**config.mk**
```make
export PLATFORM = sky130hd
export DESIGN_NAME = rmxt_queue
export DESIGN_NICKNAME = d
export VERILOG_FILES = /design/src/hdl/rmxt_pkg.sv /design/src/hdl/rmxt_queue.sv
export SDC_FILE = /design/constraint.sdc
export NUM_CORES = 1
export LEC_CHECK = 0
export ABC_AREA = 1
export BUFFER_PORTS_ARGS = -buffer_cell sky130_fd_sc_hd__buf_2
export CAP_MARGIN = 20
export CORE_MARGIN = 2
export CORE_UTILIZATION = 53
export DETAILED_ROUTE_END_ITERATION = 8
export PLACE_DENSITY_LB_ADDON = 0.05
export SLEW_MARGIN = 15
export SYNTH_ARGS = -nofsm -noshare
export SYNTH_HDL_FRONTEND = slang
export SYNTH_SLANG_ARGS = --single-unit
export TNS_END_PERCENT = 30
```
**constraint.sdc**
```tcl
create_clock -name clock -period 1.8 [get_ports clock]
set_input_delay 0.09 -clock clock [delete_from_list [all_inputs] [get_ports clock]]
set_output_delay 0.09 -clock clock [all_outputs]
set_load 0.02 [all_outputs]
```
**src/hdl/rmxt_pkg.sv**
```systemverilog
// ----------------------------------------------------------------------------
// rmxt_pkg: shared constants for the range max-xor trie
// Command and status codes and default sizes used by every file of the block.
// ----------------------------------------------------------------------------
`default_nettype none

package rmxt_pkg;

   localparam int DEF_MAX_ENTRIES = 4096;
   localparam int DEF_KEY_BITS    = 24;

   localparam int STATUS_W = 2;

   localparam logic CMD_APPEND = 1'b0;
   localparam logic CMD_QUERY  = 1'b1;

   localparam logic [STATUS_W-1:0] STATUS_OK    = 2'd0;
   localparam logic [STATUS_W-1:0] STATUS_RANGE = 2'd1;
   localparam logic [STATUS_W-1:0] STATUS_FULL  = 2'd2;

endpackage

`default_nettype wire

```
**src/hdl/rmxt_queue.sv**
```systemverilog
// ----------------------------------------------------------------------------
// rmxt_queue: two-entry job queue
// Decouples command intake from the trie engine so each side stalls alone.
// ----------------------------------------------------------------------------
`default_nettype none

module rmxt_queue #(
   parameter int WIDTH = 8
) (
   input  wire              clock,
   input  wire              reset,
   input  wire              in_valid,
   output logic             in_stall,
   input  wire  [WIDTH-1:0] in_data,
   output logic             out_valid,
   input  wire              out_stall,
   output logic [WIDTH-1:0] out_data
);
   import rmxt_pkg::*;

   logic [WIDTH-1:0] slot_ff [2];
   logic             wr_ptr_ff, wr_ptr_in;
   logic             rd_ptr_ff, rd_ptr_in;
   logic [1:0]       fill_ff, fill_in;
   logic             push;
   logic             pop;

   assign in_stall  = (fill_ff == 2'd2);
   assign out_valid = (fill_ff != 2'd0);
   assign out_data  = slot_ff[rd_ptr_ff];
   assign push      = in_valid && !in_stall;
   assign pop       = out_valid && !out_stall;

   always_comb begin
      wr_ptr_in = push ? !wr_ptr_ff : wr_ptr_ff;
      rd_ptr_in = pop ? !rd_ptr_ff : rd_ptr_ff;
      fill_in   = fill_ff;
      if (push && !pop) begin
         fill_in = fill_ff + 2'd1;
      end else if (pop && !push) begin
         fill_in = fill_ff - 2'd1;
      end
   end

   always_ff @(posedge clock) begin
      if (reset) begin
         wr_ptr_ff <= 1'b0;
         rd_ptr_ff <= 1'b0;
         fill_ff   <= 2'd0;
      end else begin
         wr_ptr_ff <= wr_ptr_in;
         rd_ptr_ff <= rd_ptr_in;
         fill_ff   <= fill_in;
      end
   end

   always_ff @(posedge clock) begin
      if (push) begin
         slot_ff[wr_ptr_ff] <= in_data;
      end
   end

endmodule

`default_nettype wire

```
==> results.sh <==
export IMPL_synth_fa_ha_area_frac=0.0152
export IMPL_yosys_warnings=0
export IMPL_r2r_cells=9
export IMPL_final_nets=113
export IMPL_hold_viol=0
export IMPL_drc=0
export IMPL_crit_required_ns=1.71
export IMPL_grt_antenna_before_repair=0
export IMPL_drt_iter0_markers=14
export IMPL_synth_top_area_cell="edfxtp_1"
export IMPL_synth_cell_types=14
export IMPL_worst_hold_path_type="in2reg"
export IMPL_min_from="reset"
export IMPL_swShare=0.347
export IMPL_core_region_area_sq_um=1490
export IMPL_start_util=0.553
export IMPL_ys_seq_elements=21
export IMPL_io_pins=22
export IMPL_synth_compound_area_frac=0.0350
export IMPL_final_setup_skew_ns=0.00310
export IMPL_gp_congestion=0.713
export IMPL_finalSetupTns_ns=0
export IMPL_die_w_microns=43.4
export IMPL_synth_seq_area_share=0.705
export IMPL_p_switching_mw=0.482
export IMPL_cts_setup_buffers=0
export IMPL_vias=562
export IMPL_die_h_microns=43.4
export IMPL_holdPathStages=4
export IMPL_critPathLaunchType="register"
export IMPL_cts_max_level=1
export IMPL_wirelength_mm=1.45
export IMPL_maxCapViolCount=0
export IMPL_postSynthAreaPerCell_sq_um=13.1
export IMPL_p_leak_nw=0.468
export IMPL_synth_xor_area_frac=0
export IMPL_drt_pass1_iter_count=4
export IMPL_ctsHoldBuffers=8
export IMPL_via_per_inst=4.89
export IMPL_synthMuxAreaShare=0.109
export IMPL_ant_nets=0
export IMPL_rrSetupSlack_ns=0.37
export IMPL_rows=14
export IMPL_syn_area_sq_um=823
export IMPL_wire_per_inst_microns=12.6
export IMPL_design_die_area_sq_um=1880
export IMPL_synthDominantCellAreaShare=0.584
export IMPL_power_frac_clock=0.156
export IMPL_cp_max_fo=8
export IMPL_relSlewSlack=0.760
export IMPL_ys_top_cells_by_area="edfxtp_1 (58%), dfxtp_1 (12%), mux2_2 (11%), inv_1 (3.6%), nor2_1 (3.6%)"
export IMPL_crit_path_end_kind="output pin"
export IMPL_pwr_share_seq=0.485
export IMPL_cp_arrival_ns=1.39
export IMPL_clock_tree_root_cell="clkbuf_4"
export IMPL_clockBufferDepth=2
export IMPL_io_buffers=21
export IMPL_syn_num_nets=76
export IMPL_n_antenna_cell=0
export IMPL_ir_drop_uv=846
export IMPL_rsz0062_at_grt="false"
export IMPL_syn_inst=63
export IMPL_grt_overflow_total=0
export IMPL_yosys_area_share_simple=0.0881
export IMPL_status="finished clean"
export IMPL_clk_latency_ns=0.30
export IMPL_period_minus_slack_ns=1.48
export IMPL_p_per_area_nw_per_um2=1290
export IMPL_p_int_mw=0.908
export IMPL_hold_end="fill_ff[1]"
export IMPL_setup_viol=0
export IMPL_grt_pass1_wl_mm=2.37
export IMPL_hpwl_mm=1.05
export IMPL_cts_resized=0
export IMPL_clock_sinks=21
export IMPL_crit_reg2reg_launch="fill_ff[1]"
export IMPL_pwr_share_comb=0.359
export IMPL_grt_pass1_vias=604
export IMPL_fmax_mhz=674
export IMPL_grt_total_usage=0.178
export IMPL_period_share=0.824
export IMPL_numCtsBuffers=3
export IMPL_drive_above_1_share=0.384
export IMPL_synth_top_family_by_area="multiplexers"
export IMPL_syn_to_final_growth_pct=31.2
export IMPL_final_area_sq_um=1080
export IMPL_r2r_end="fill_ff[1]"
export IMPL_slew_viol_final=0
export IMPL_critical_path_class="reg2out"
export IMPL_tightest_slew_ns=0.359
export IMPL_cts_clk_slew_worst_paths_ns=0.11
export IMPL_placed_cell_area_sq_um=973
export IMPL_grt_start_max_net_pins=12
export IMPL_cts_tree="done"
==> synthesized netlist by cell type (all sizes together) <==
cell / number
nand4: 1
inv: 9
nand3: 2
nor2: 8
o21ai: 3
buf: 1
a21oi: 2
ha: 1
dfxtp: 5
mux2: 8
edfxtp: 16
nand2: 7
==> state kept, by name (all words and copies together), names as in the netlist, named ones only <==
name / flops
wr_ptr_ff: 1
slot_ff: 16
rd_ptr_ff: 1
fill_ff: 2
==> cells in the final DEF, fill, tap and decap left out <==
| cell type | instances |
|---|---|
| clkbuf_1 | 1 |
| dfxtp_1 | 5 |
| o21ai_2 | 1 |
| ha_1 | 1 |
| nor2_1 | 8 |
| nand3_1 | 2 |
| a21oi_1 | 2 |
| buf_2 | 21 |
| mux2_2 | 8 |
| inv_1 | 8 |
| nand2_1 | 7 |
| inv_2 | 1 |
| edfxtp_1 | 16 |
| dlygate4sd3_1 | 8 |
| o21ai_0 | 2 |
| nand4_1 | 1 |
| clkbuf_4 | 3 |
| buf_4 | 4 |
==> final cells by class <==
type,count,area [sq um]
Sequential cell,21,581
Clock buffer,4,26.3
Multi-Input combinational cell,32,204
Fill cell,105,409
Inverter,9,33.8
Timing Repair Buffer,33,215
Tap cell,16,20.0
==> worst max-delay path by stage <==
stage | from | to
floorplan | fill_ff[0] | fill_ff[1]
global placement | fill_ff[0] | fill_ff[1]
detailed placement | fill_ff[1] | fill_ff[1]
CTS | register | out_data[1]
global route | fill_ff[1] | fill_ff[1]
finish | register | out_data[1]
==> metrics by stage <==
stage	util	hold WS (ns)	worst slack [ns]	power, mW	std cells
final	0.725	0.0748	0.317	1.39	115
after global routing	0.725	0.107	0.245	1.47	115
after global placement	0.654	0.278	0.484	1.15	103
after detailed placement	0.654	0.282	0.395	1.17	103
after floorplan	-	0.189	0.406	1.01	63
after CTS	0.725	0.0759	0.297	1.40	115
==> critical path, stage by stage, from the launching register on <==
cell and delay (ns):
dfxtp_1 0.55, mux2_2 0.39, buf_2 0.16
==> power groups by stage <==
stage	Sequential (mW)	Combinational, mW	Clock, mW
after floorplan	0.659	0.349	0
after global placement	0.682	0.465	0
after detailed placement	0.687	0.488	0
after CTS	0.675	0.503	0.224
after global routing	0.685	0.547	0.233
final	0.674	0.499	0.217
==> routing by layer <==
metal	wire [microns]	global-route usage	vias up	part of all wire
met5	0	0	-	0
li1	-	-	287	-
met1	592	0.179	255	0.41
met2	765	0.334	16	0.53
met4	34	0.121	0	0.023
met3	56	0.0250	4	0.039
==> logic make-up after synthesis <==
logic type,after synthesis
AOI/OAI and AO/OA,5
buffers and inverters,10
DFF,21
muxes,8
adders and majority gates,1
and+or+nand+nor,18
Power figures use the tool's default switching activity.
