## src/hdl/rmxt_pkg.sv

```systemverilog
// ----------------------------------------------------------------------------
// rmxt_pkg: shared constants for the range max-xor trie
// Command and status codes and default sizes used by every file of the block.
// ----------------------------------------------------------------------------
`default_nettype none

package rmxt_pkg;

   localparam int DEF_MAX_ENTRIES = 4096;
   localparam int DEF_KEY_BITS    = 24;

   localparam int STATUS_W = 2;

   localparam logic CMD_APPEND = 1'b0;
   localparam logic CMD_QUERY  = 1'b1;

   localparam logic [STATUS_W-1:0] STATUS_OK    = 2'd0;
   localparam logic [STATUS_W-1:0] STATUS_RANGE = 2'd1;
   localparam logic [STATUS_W-1:0] STATUS_FULL  = 2'd2;

endpackage

`default_nettype wire

```

## src/hdl/rmxt_front.sv

```systemverilog
// ----------------------------------------------------------------------------
// rmxt_front: command intake and classification
// Owns the entry count and running xor, checks each command for errors and
// turns it into a job with its search key and the two version roots.
// ----------------------------------------------------------------------------
`default_nettype none

module rmxt_front #(
   parameter int MAX_ENTRIES = rmxt_pkg::DEF_MAX_ENTRIES,
   parameter int KEY_BITS    = rmxt_pkg::DEF_KEY_BITS,
   parameter int ENTRY_W     = $clog2(MAX_ENTRIES + 1),
   parameter int NODE_W      = $clog2(MAX_ENTRIES * (KEY_BITS + 1) + 1)
) (
   input  wire                               clock,
   input  wire                               reset,
   input  wire                               req_valid,
   output logic                              req_stall,
   input  wire                               req_cmd,
   input  wire  [KEY_BITS-1:0]               req_value,
   input  wire  [ENTRY_W-1:0]                req_range_first,
   input  wire  [ENTRY_W-1:0]                req_range_last,
   output logic                              job_valid,
   input  wire                               job_stall,
   output logic                              job_query,
   output logic [rmxt_pkg::STATUS_W-1:0]     job_status,
   output logic [KEY_BITS-1:0]               job_key,
   output logic [NODE_W-1:0]                 job_root_a,
   output logic [NODE_W-1:0]                 job_root_b
);
   import rmxt_pkg::*;

   // every version adds one node per key bit plus a leaf
   localparam logic [NODE_W-1:0]  PATH_NODES = NODE_W'(KEY_BITS + 1);
   localparam logic [ENTRY_W-1:0] ENTRY_MAX  = ENTRY_W'(MAX_ENTRIES);

   logic [ENTRY_W-1:0]  count_ff, count_in;
   logic [KEY_BITS-1:0] xor_ff, xor_in;
   logic [NODE_W-1:0]   next_root_ff, next_root_in;
   logic                accepted;
   logic                full;
   logic                bad_range;

   // root of version k; version 0 is the empty trie
   function automatic logic [NODE_W-1:0] root_of(input logic [ENTRY_W-1:0] k);
      logic [NODE_W-1:0] base;
      base = NODE_W'(k) - NODE_W'(1);
      if (k == '0) begin
         return '0;
      end
      return base * PATH_NODES + NODE_W'(1);
   endfunction

   assign job_valid = req_valid;
   assign req_stall = job_stall;
   assign accepted  = req_valid && !job_stall;

   assign full      = count_ff >= ENTRY_MAX;
   assign bad_range = (req_range_first == '0) || (req_range_first > req_range_last) ||
                      (req_range_last > count_ff);

   always_comb begin
      job_query  = (req_cmd == CMD_QUERY);
      job_key    = xor_ff ^ req_value;
      if (req_cmd == CMD_APPEND) begin
         job_status = full ? STATUS_FULL : STATUS_OK;
         job_root_a = next_root_ff - PATH_NODES;
         job_root_b = next_root_ff;
      end else begin
         job_status = bad_range ? STATUS_RANGE : STATUS_OK;
         job_root_a = root_of(req_range_first - ENTRY_W'(1));
         job_root_b = root_of(req_range_last);
      end
   end

   always_comb begin
      count_in     = count_ff;
      xor_in       = xor_ff;
      next_root_in = next_root_ff;
      if (accepted && req_cmd == CMD_APPEND && !full) begin
         count_in     = count_ff + ENTRY_W'(1);
         xor_in       = job_key;
         next_root_in = next_root_ff + PATH_NODES;
      end
   end

   always_ff @(posedge clock) begin
      if (reset) begin
         count_ff     <= ENTRY_W'(1);
         xor_ff       <= '0;
         next_root_ff <= PATH_NODES + NODE_W'(1);
      end else begin
         count_ff     <= count_in;
         xor_ff       <= xor_in;
         next_root_ff <= next_root_in;
      end
   end

endmodule

`default_nettype wire

```

## config.mk

```make
export PLATFORM = sky130hd
export DESIGN_NAME = rmxt_front
export DESIGN_NICKNAME = d
export VERILOG_FILES = /design/src/hdl/rmxt_pkg.sv /design/src/hdl/rmxt_front.sv
export SDC_FILE = /design/constraint.sdc
export NUM_CORES = 1
export LEC_CHECK = 0
export ABC_AREA = 0
export BUFFER_PORTS_ARGS = -buffer_cell sky130_fd_sc_hd__buf_4
export CAP_MARGIN = 15
export CORE_MARGIN = 10
export CORE_UTILIZATION = 45
export CTS_CLUSTER_SIZE = 12
export DETAILED_ROUTE_END_ITERATION = 12
export GPL_ROUTABILITY_DRIVEN = 0
export PLACE_DENSITY = 0.66
export SYNTH_ARGS = -nofsm -noshare
export SYNTH_HDL_FRONTEND = slang
export SYNTH_SLANG_ARGS = --single-unit
```

## constraint.sdc

```tcl
create_clock -name clock -period 10.93 [get_ports clock]
set_input_delay 2.186 -clock clock [delete_from_list [all_inputs] [get_ports clock]]
set_output_delay 2.186 -clock clock [all_outputs]
set_load 0.01 [all_outputs]
```

==> results.yml, run 1 <==
global_route:
  grt_util_all_layers_pct: 17.3
  grt.overflow.total: 0
  pin_count_of_the_biggest_net_entering_global_routing: 52
  number_of_antenna_violations_at_the_first_check_in_global_routing: 0
  grt_first_pass_wirelength_mm: 31.7
  via_count_of_the_first_global_routing_pass: 6494
timing:
  timing.final.ws_setup_ns: 1.23
  tightest_slew_ns: 0.758
  worst_hold_slack_ns: 0.520
  setup_viol: 0
  timing_hold_violations_final: 0
  timing.final.crit_share_pct: 88.8
  timing.max_slew.rel_slack_pct: 49.5
  timing.setup.tns_ns: 0
  worst_clock_skew_ns: 0.00561
  maxClockFrequency_ghz: 0.103
  rsz0062_at_grt: "false"
  fin_crit_ns: 9.70
  slew_viol_final: 0
logic_synthesis:
  syn-cell-area_um2: 7270
  ys.flop_type: "sky130_fd_sc_hd__dfxtp_1"
  avgSynthCellArea_um2: 7.89
  number_of_synthesized_flops_with_an_enable_pin: 0
  synthXorXnorAreaFrac_pct: 18.4
  synth.net_count: 1109
  synth.mux.area_fraction_pct: 0
  post_synth_fa_ha_maj_area_fraction_pct: 24.9
  number_of_instances_in_the_synthesized_netlist: 921
  synth_compound_area_share_pct: 14.1
  synthArstFlopShare_pct: 0
  largest_family_of_logic_cells_by_synthesized_area: "adder cells"
  simple_gate_share_of_the_synthesized_area_pct: 19.0
  yosysUniqueCellTypes: 72
  ys_warn_count: 0
  seq_area_frac_synth_pct: 14.9
  postSynthRegisterBits: 54
clocking:
  number_of_clock_sinks: 54
  cts_tree: "yes"
  clkTransAtPathRegs_ns: 0.08
  ctsRootBufferMaster: "sky130_fd_sc_hd__clkbuf_16"
  tritoncts.num_buffers: 5
  cts_repair_resize_count: 0
  max-clock-path-buffers: 2
  clock_latency_ns: 0.30
  cts_setup_buffers: 0
  total_number_of_h_tree_levels: 2
  cts_hold_buf: 0
status:
  outcome: "completed"
setup_path:
  first_element_of_the_critical_path: "req_range_first[0]"
  cp-start-kind: "input port"
  path_max_fanout: 11
  criticalPathCategory: "in -> out"
  path_cells: "buf_4, inv_1, ha_1, or2_2, o21ai_0, nand3_1, a211oi_1, xor2_1, ha_1, ha_1, nor3b_1, nand3_1, nand4_1, or2_2, ha_1, ha_1, a21o_1, a211oi_1, o22ai_1, a221oi_1, xnor2_1, o31ai_1, buf_4"
  reg2reg_to: "next_root_ff[14]"
  r2r_slack_ns: 8.90
  critical_path.slowest_cell: "sky130_fd_sc_hd__ha_1"
  critPathRequiredTime_ns: 8.74
  setup.worst_path.end_class: "primary output"
  setup.worst_path.end: "job_root_a[16]"
  arrival_time_worst_endpoint_ns: 7.52
  worst-r2r-cell-count: 7
  slowest_delay_ns: 0.38
  worst_path_most_repeated_cell: "sky130_fd_sc_hd__ha_1"
  r2r-start: "count_ff[12]"
cells_and_area:
  antenna_cells_inserted: 0
  flow.area_growth_from_synthesis_pct: 15.0
  final_cell_mix: "118 x sky130_fd_sc_hd__buf_4, 114 x sky130_fd_sc_hd__ha_1, 110 x sky130_fd_sc_hd__inv_1, 84 x sky130_fd_sc_hd__nand2_1, 83 x sky130_fd_sc_hd__nor2_1"
  fin_nets: 1193
  most_common_cell_after_layout_fill_and_taps_aside: "sky130_fd_sc_hd__buf_4"
  post_route_cells_drive_above_1_share_pct: 14.3
  utilization_pct: 52.6
floorplanning:
  io_pins: 118
  floorplan.die.height_um: 147
  placeableCoreArea_um2: 15900
  initial_utilization_pct: 45.8
  design.die.area_um2: 21600
  die-width_um: 147
  floorplan.rows: 46
placement:
  detailedPlace.worstSlack_ns: 1.23
  port_buffers: 117
  hpwl_mm: 15.5
drt:
  routedWlPerCell_um: 15.4
  drt_drc_violations_left: 0
  detail_route.iter0.violations: 299
  route.antenna.remaining_nets: 0
  detailroute.via_count: 6472
  route.final.wire_length_mm: 18.8
  vias_per_cell: 5.30
  detail_route.first_pass.iterations: 5
power_and_ir_drop:
  total_power_mw: 1.03
  cellLeakagePower_nw: 3.84
  ir_worst_vdd_mv: 0.0808
  power.density_nw_per_um2: 123
run:
  max_cap_viol_count: 0
hold_path:
  hold_path_class: "reg -> reg"
-- sequential cells by signal, summed over array words and instances (netlist names) --
register and cells:
count_ff 13, xor_ff 24, next_root_ff 17
-- cells by family (layout without fill, tap and decap cells) --
kind of cell / count (synthesis) / count (layout)
AND/OR/NAND/NOR: 282 / 282
flip-flops: 54 / 54
XOR/XNOR: 151 / 151
AO/OA/AOI/OAI: 150 / 150
adder cells (fa/ha/maj): 133 / 133
buffers and inverters: 151 / 236
-- Yosys cell counts (all sizes together) (3+ instances only) --
master | count | area share, %
o211ai | 5 | 0.52
nor2b | 6 | 0.52
or2 | 4 | 0.34
clkbuf | 24 | 1.3
nand2 | 84 | 4.3
o21a | 4 | 0.41
a211o | 4 | 0.50
o2111ai | 4 | 0.48
xnor2 | 80 | 9.6
o22ai | 26 | 2.2
a31oi | 7 | 0.60
o21ai | 23 | 1.6
buf | 16 | 1.7
nand3 | 25 | 1.7
nor4 | 11 | 1.4
nand4 | 20 | 1.7
xor2 | 70 | 8.4
nor3b | 3 | 0.38
ha | 114 | 20
nand2b | 3 | 0.26
dfxtp | 54 | 15
o31ai | 6 | 0.62
fa | 19 | 5.2
a211oi | 7 | 0.79
nor2 | 83 | 4.3
inv | 110 | 5.7
or3 | 9 | 0.77
nor3 | 12 | 0.83
a21oi | 30 | 2.1
o2111a | 3 | 0.46
a21o | 9 | 0.95
and3 | 5 | 0.43
and2 | 5 | 0.43
a221oi | 4 | 0.57
a311oi | 3 | 0.36
-- how the worst min path moves through the flow --
| stage | start | depth (start not counted) | to |
|---|---|---|---|
| 4_1_cts | count_ff[9] | 2 | count_ff[9] |
| 2_1_floorplan | count_ff[12] | 2 | count_ff[12] |
| 3_3_place_gp | count_ff[9] | 2 | count_ff[9] |
| 6_report | count_ff[10] | 2 | count_ff[12] |
| 5_1_grt | count_ff[10] | 2 | count_ff[12] |
| 3_5_place_dp | count_ff[10] | 2 | count_ff[12] |
-- final cells by class --
class	instances	area, um2
clock inverters	3	28.8
fillers	1620	7530
clock buffers	5	125
flip-flops and latches	54	1080
inverters	110	413
multi-input cells	716	5560
well taps	216	270
repair buffers	118	886
-- metal layers --
metal	up-vias	part of all wire [%]	GRT usage, %
met5	-	0	0
met4	0	1.6	4.11
met3	19	4.8	3.38
met2	127	49	30.5
met1	3015	45	21.2
li1	3311	-	-
-- report_power, final --
group | total, mW | leakage [nW] | switching, mW | internal [mW]
clock network | 0.170 | 0.0759 | 0.0819 | 0.0877
logic | 0.655 | 3.33 | 0.360 | 0.295
registers | 0.207 | 0.437 | 0.00539 | 0.201
total | 1.03 | 3.84 | 0.447 | 0.584
-- critical path: cells and delay by family --
kind / cells / cell delay (ns)
and+or+nand+nor: 6 / 1.19
buffers and inverters: 3 / 0.45
adders and majority gates: 5 / 1.59
xor gates and xnor gates: 2 / 0.41
AOI/OAI and AO/OA: 7 / 1.70
-- stage by stage --
step	cells	instance area [um2]
after floorplan	921	7270
after global placement	1214	8210
after detailed placement	1214	8210
after CTS	1222	8360
after global routing	1222	8360
final	1222	8360
Note: power is estimated with default switching activity, not from simulation.
==> run 2, diff against run 1 <==
ABC_CLOCK_PERIOD_IN_PS = 10930   (was not set)
CORE_UTILIZATION = 48   (was 45)
PLACE_DENSITY = 0.7   (was 0.66)
==> run 2 against run 1 <==
Compared with the run above: sequential share of layout area grew 0.080 points; clock-buffer cell count grew 1; wire length shrank 2.3%; clock power shrank 5%; first-iteration DRC count grew 31%.
==> results.yml, run 2 (synthesis results as in run 1) <==
status:
  outcome: "completed"
timing:
  rsz0062_at_grt: "false"
  setup_viol: 0
  tightest_slew_ns: 0.709
  timing.max_slew.rel_slack_pct: 52.8
  timing_hold_violations_final: 0
  timing.final.crit_share_pct: 88.6
  fin_crit_ns: 9.68
  slew_viol_final: 0
  timing.setup.tns_ns: 0
  maxClockFrequency_ghz: 0.103
  timing.final.ws_setup_ns: 1.25
  worst_clock_skew_ns: 0.00466
placement:
  detailedPlace.worstSlack_ns: 1.25
  hpwl_mm: 15.2
  placedCellCount: 1182
  port_buffers: 117
setup_path:
  worstPathBufferInverterCount: 3
  worst_path_most_repeated_cell: "sky130_fd_sc_hd__ha_1"
  criticalPathCategory: "in -> out"
  critical_path.slowest_cell: "sky130_fd_sc_hd__ha_1"
  arrival_time_worst_endpoint_ns: 7.50
  critical_path_depth: 23
  path_max_fanout: 11
  worst-r2r-cell-count: 7
  slowest_delay_ns: 0.37
  path_cells: "buf_4, inv_1, ha_1, or2_2, o211ai_1, nand3_1, a211oi_1, xor2_1, ha_1, ha_1, nor3b_1, nand3_1, nand4_1, or2_2, ha_1, ha_1, a21o_1, a211oi_1, o22ai_1, a221oi_1, xnor2_1, o31ai_1, buf_4"
  setup.worst_path.end_class: "primary output"
  critPathRequiredTime_ns: 8.74
  cp-start-kind: "input port"
  cp_top_family: "compound AO/OA/AOI/OAI gates"
cells_and_area:
  fin_nets: 1193
  largest_register_ffs: 24
  fill_cells: 1404
  antenna_cells_inserted: 0
  flow.area_growth_from_synthesis_pct: 14.3
  count_of_non_filler_cells_in_the_finished_layout: 1190
  final_cell_mix: "118 x sky130_fd_sc_hd__buf_4, 114 x sky130_fd_sc_hd__ha_1, 110 x sky130_fd_sc_hd__inv_1, 84 x sky130_fd_sc_hd__nand2_1, 83 x sky130_fd_sc_hd__nor2_1"
  most_common_cell_after_layout_fill_and_taps_aside: "sky130_fd_sc_hd__buf_4"
  registers_with_the_most_flip_flops: "xor_ff: 24 flops, next_root_ff: 17 flops, count_ff: 13 flops"
  post_route_cells_drive_above_1_share_pct: 14.2
  top_register: "xor_ff"
hold_path:
  worst_hold_path.num_cells: 2
  hold_path_class: "reg -> reg"
drt:
  drt_drc_violations_left: 0
  detailroute.via_count: 6404
  route.antenna.remaining_nets: 0
  routedWlPerCell_um: 15.5
  route.final.wire_length_mm: 18.4
  vias_per_cell: 5.38
  detail_route.iter0.violations: 391
  detail_route.first_pass.iterations: 5
floorplanning:
  floorplan.die.height_um: 143
  placeableCoreArea_um2: 14700
  io_pins: 118
  die-width_um: 143
  floorplan.rows: 44
  initial_utilization_pct: 49.4
  design.die.area_um2: 20500
power_and_ir_drop:
  power.density_nw_per_um2: 122
  total_power_mw: 1.01
  ir_worst_vdd_mv: 0.0765
  cellLeakagePower_nw: 3.84
  power_switching_share_pct: 42.6
  p_seq_share_pct: 20.4
  power.switching_mw: 0.432
  cell_internal_pwr_mw: 0.582
  power.share.combinational_pct: 63.8
  power_frac_clock_pct: 15.8
clocking:
  clkTransAtPathRegs_ns: 0.07
  ctsRootBufferMaster: "sky130_fd_sc_hd__clkbuf_16"
  tritoncts.num_buffers: 5
  cts_repair_resize_count: 0
  clock_latency_ns: 0.30
  max-clock-path-buffers: 2
  total_number_of_h_tree_levels: 2
  number_of_clock_sinks: 54
  cts_tree: "yes"
  cts_setup_buffers: 0
  cts_hold_buf: 0
run:
  max_cap_viol_count: 0
global_route:
  number_of_antenna_violations_at_the_first_check_in_global_routing: 0
  grt.overflow.total: 0
  grt_first_pass_wirelength_mm: 30.8
  pin_count_of_the_biggest_net_entering_global_routing: 52
  via_count_of_the_first_global_routing_pass: 6391
  grt_util_all_layers_pct: 18.0
[run 2: per-layer routing]
metal	track usage (%)	part of all wire, %	up-vias
met5	0	0	-
met4	3.42	1.1	0
met3	4.08	5.9	16
met2	30.9	47	129
met1	22.7	46	2952
li1	-	-	3307
[run 2: worst register-to-register path, delay by kind of cell, from the launching register on]
family        cells  cell delay [ns]
simple gates      5             1.02
flops             1             0.33
xor+xnor          1             0.16
buf+inv           1             0.41
[run 2: worst paths after layout]
kind                       from               end  slack [ns]
min                count_ff[10]      count_ff[12]        0.50
min reg2reg        count_ff[10]      count_ff[12]        0.50
max          req_range_first[0]    job_root_a[16]        1.25
max reg2reg        count_ff[12]  next_root_ff[14]        8.89
[run 2: metrics by stage]
step | cell area, um2 | util, % | hold WS, ns
after global placement | 8170 | 55.5 | 0.493
final | 8310 | 56.5 | 0.505
after global routing | 8310 | 56.5 | 0.547
after floorplan | 7270 | - | 0.470
after detailed placement | 8170 | 55.5 | 0.501
after CTS | 8310 | 56.5 | 0.514
[run 2: layout make-up]
| cell class | count | area, um2 | share of cell area [%] |
|---|---|---|---|
| Clock inverter | 2 | 13.8 | 0.166 |
| Clock buffer | 6 | 129 | 1.55 |
| Tap cell | 184 | 230 | 2.77 |
| Inverter | 110 | 413 | 4.97 |
| Timing Repair Buffer | 118 | 886 | 10.7 |
| Multi-Input combinational cell | 716 | 5560 | 66.9 |
| Sequential cell | 54 | 1080 | 13.0 |
[run 2: power groups by stage]
stage / Combinational, mW / Sequential (mW) / Clock (mW)
2_1_floorplan: 0.442 / 0.209 / 0
3_3_place_gp: 0.644 / 0.211 / 0
3_5_place_dp: 0.648 / 0.211 / 0
4_1_cts: 0.652 / 0.207 / 0.164
5_1_grt: 0.729 / 0.208 / 0.174
6_report: 0.647 / 0.207 / 0.161
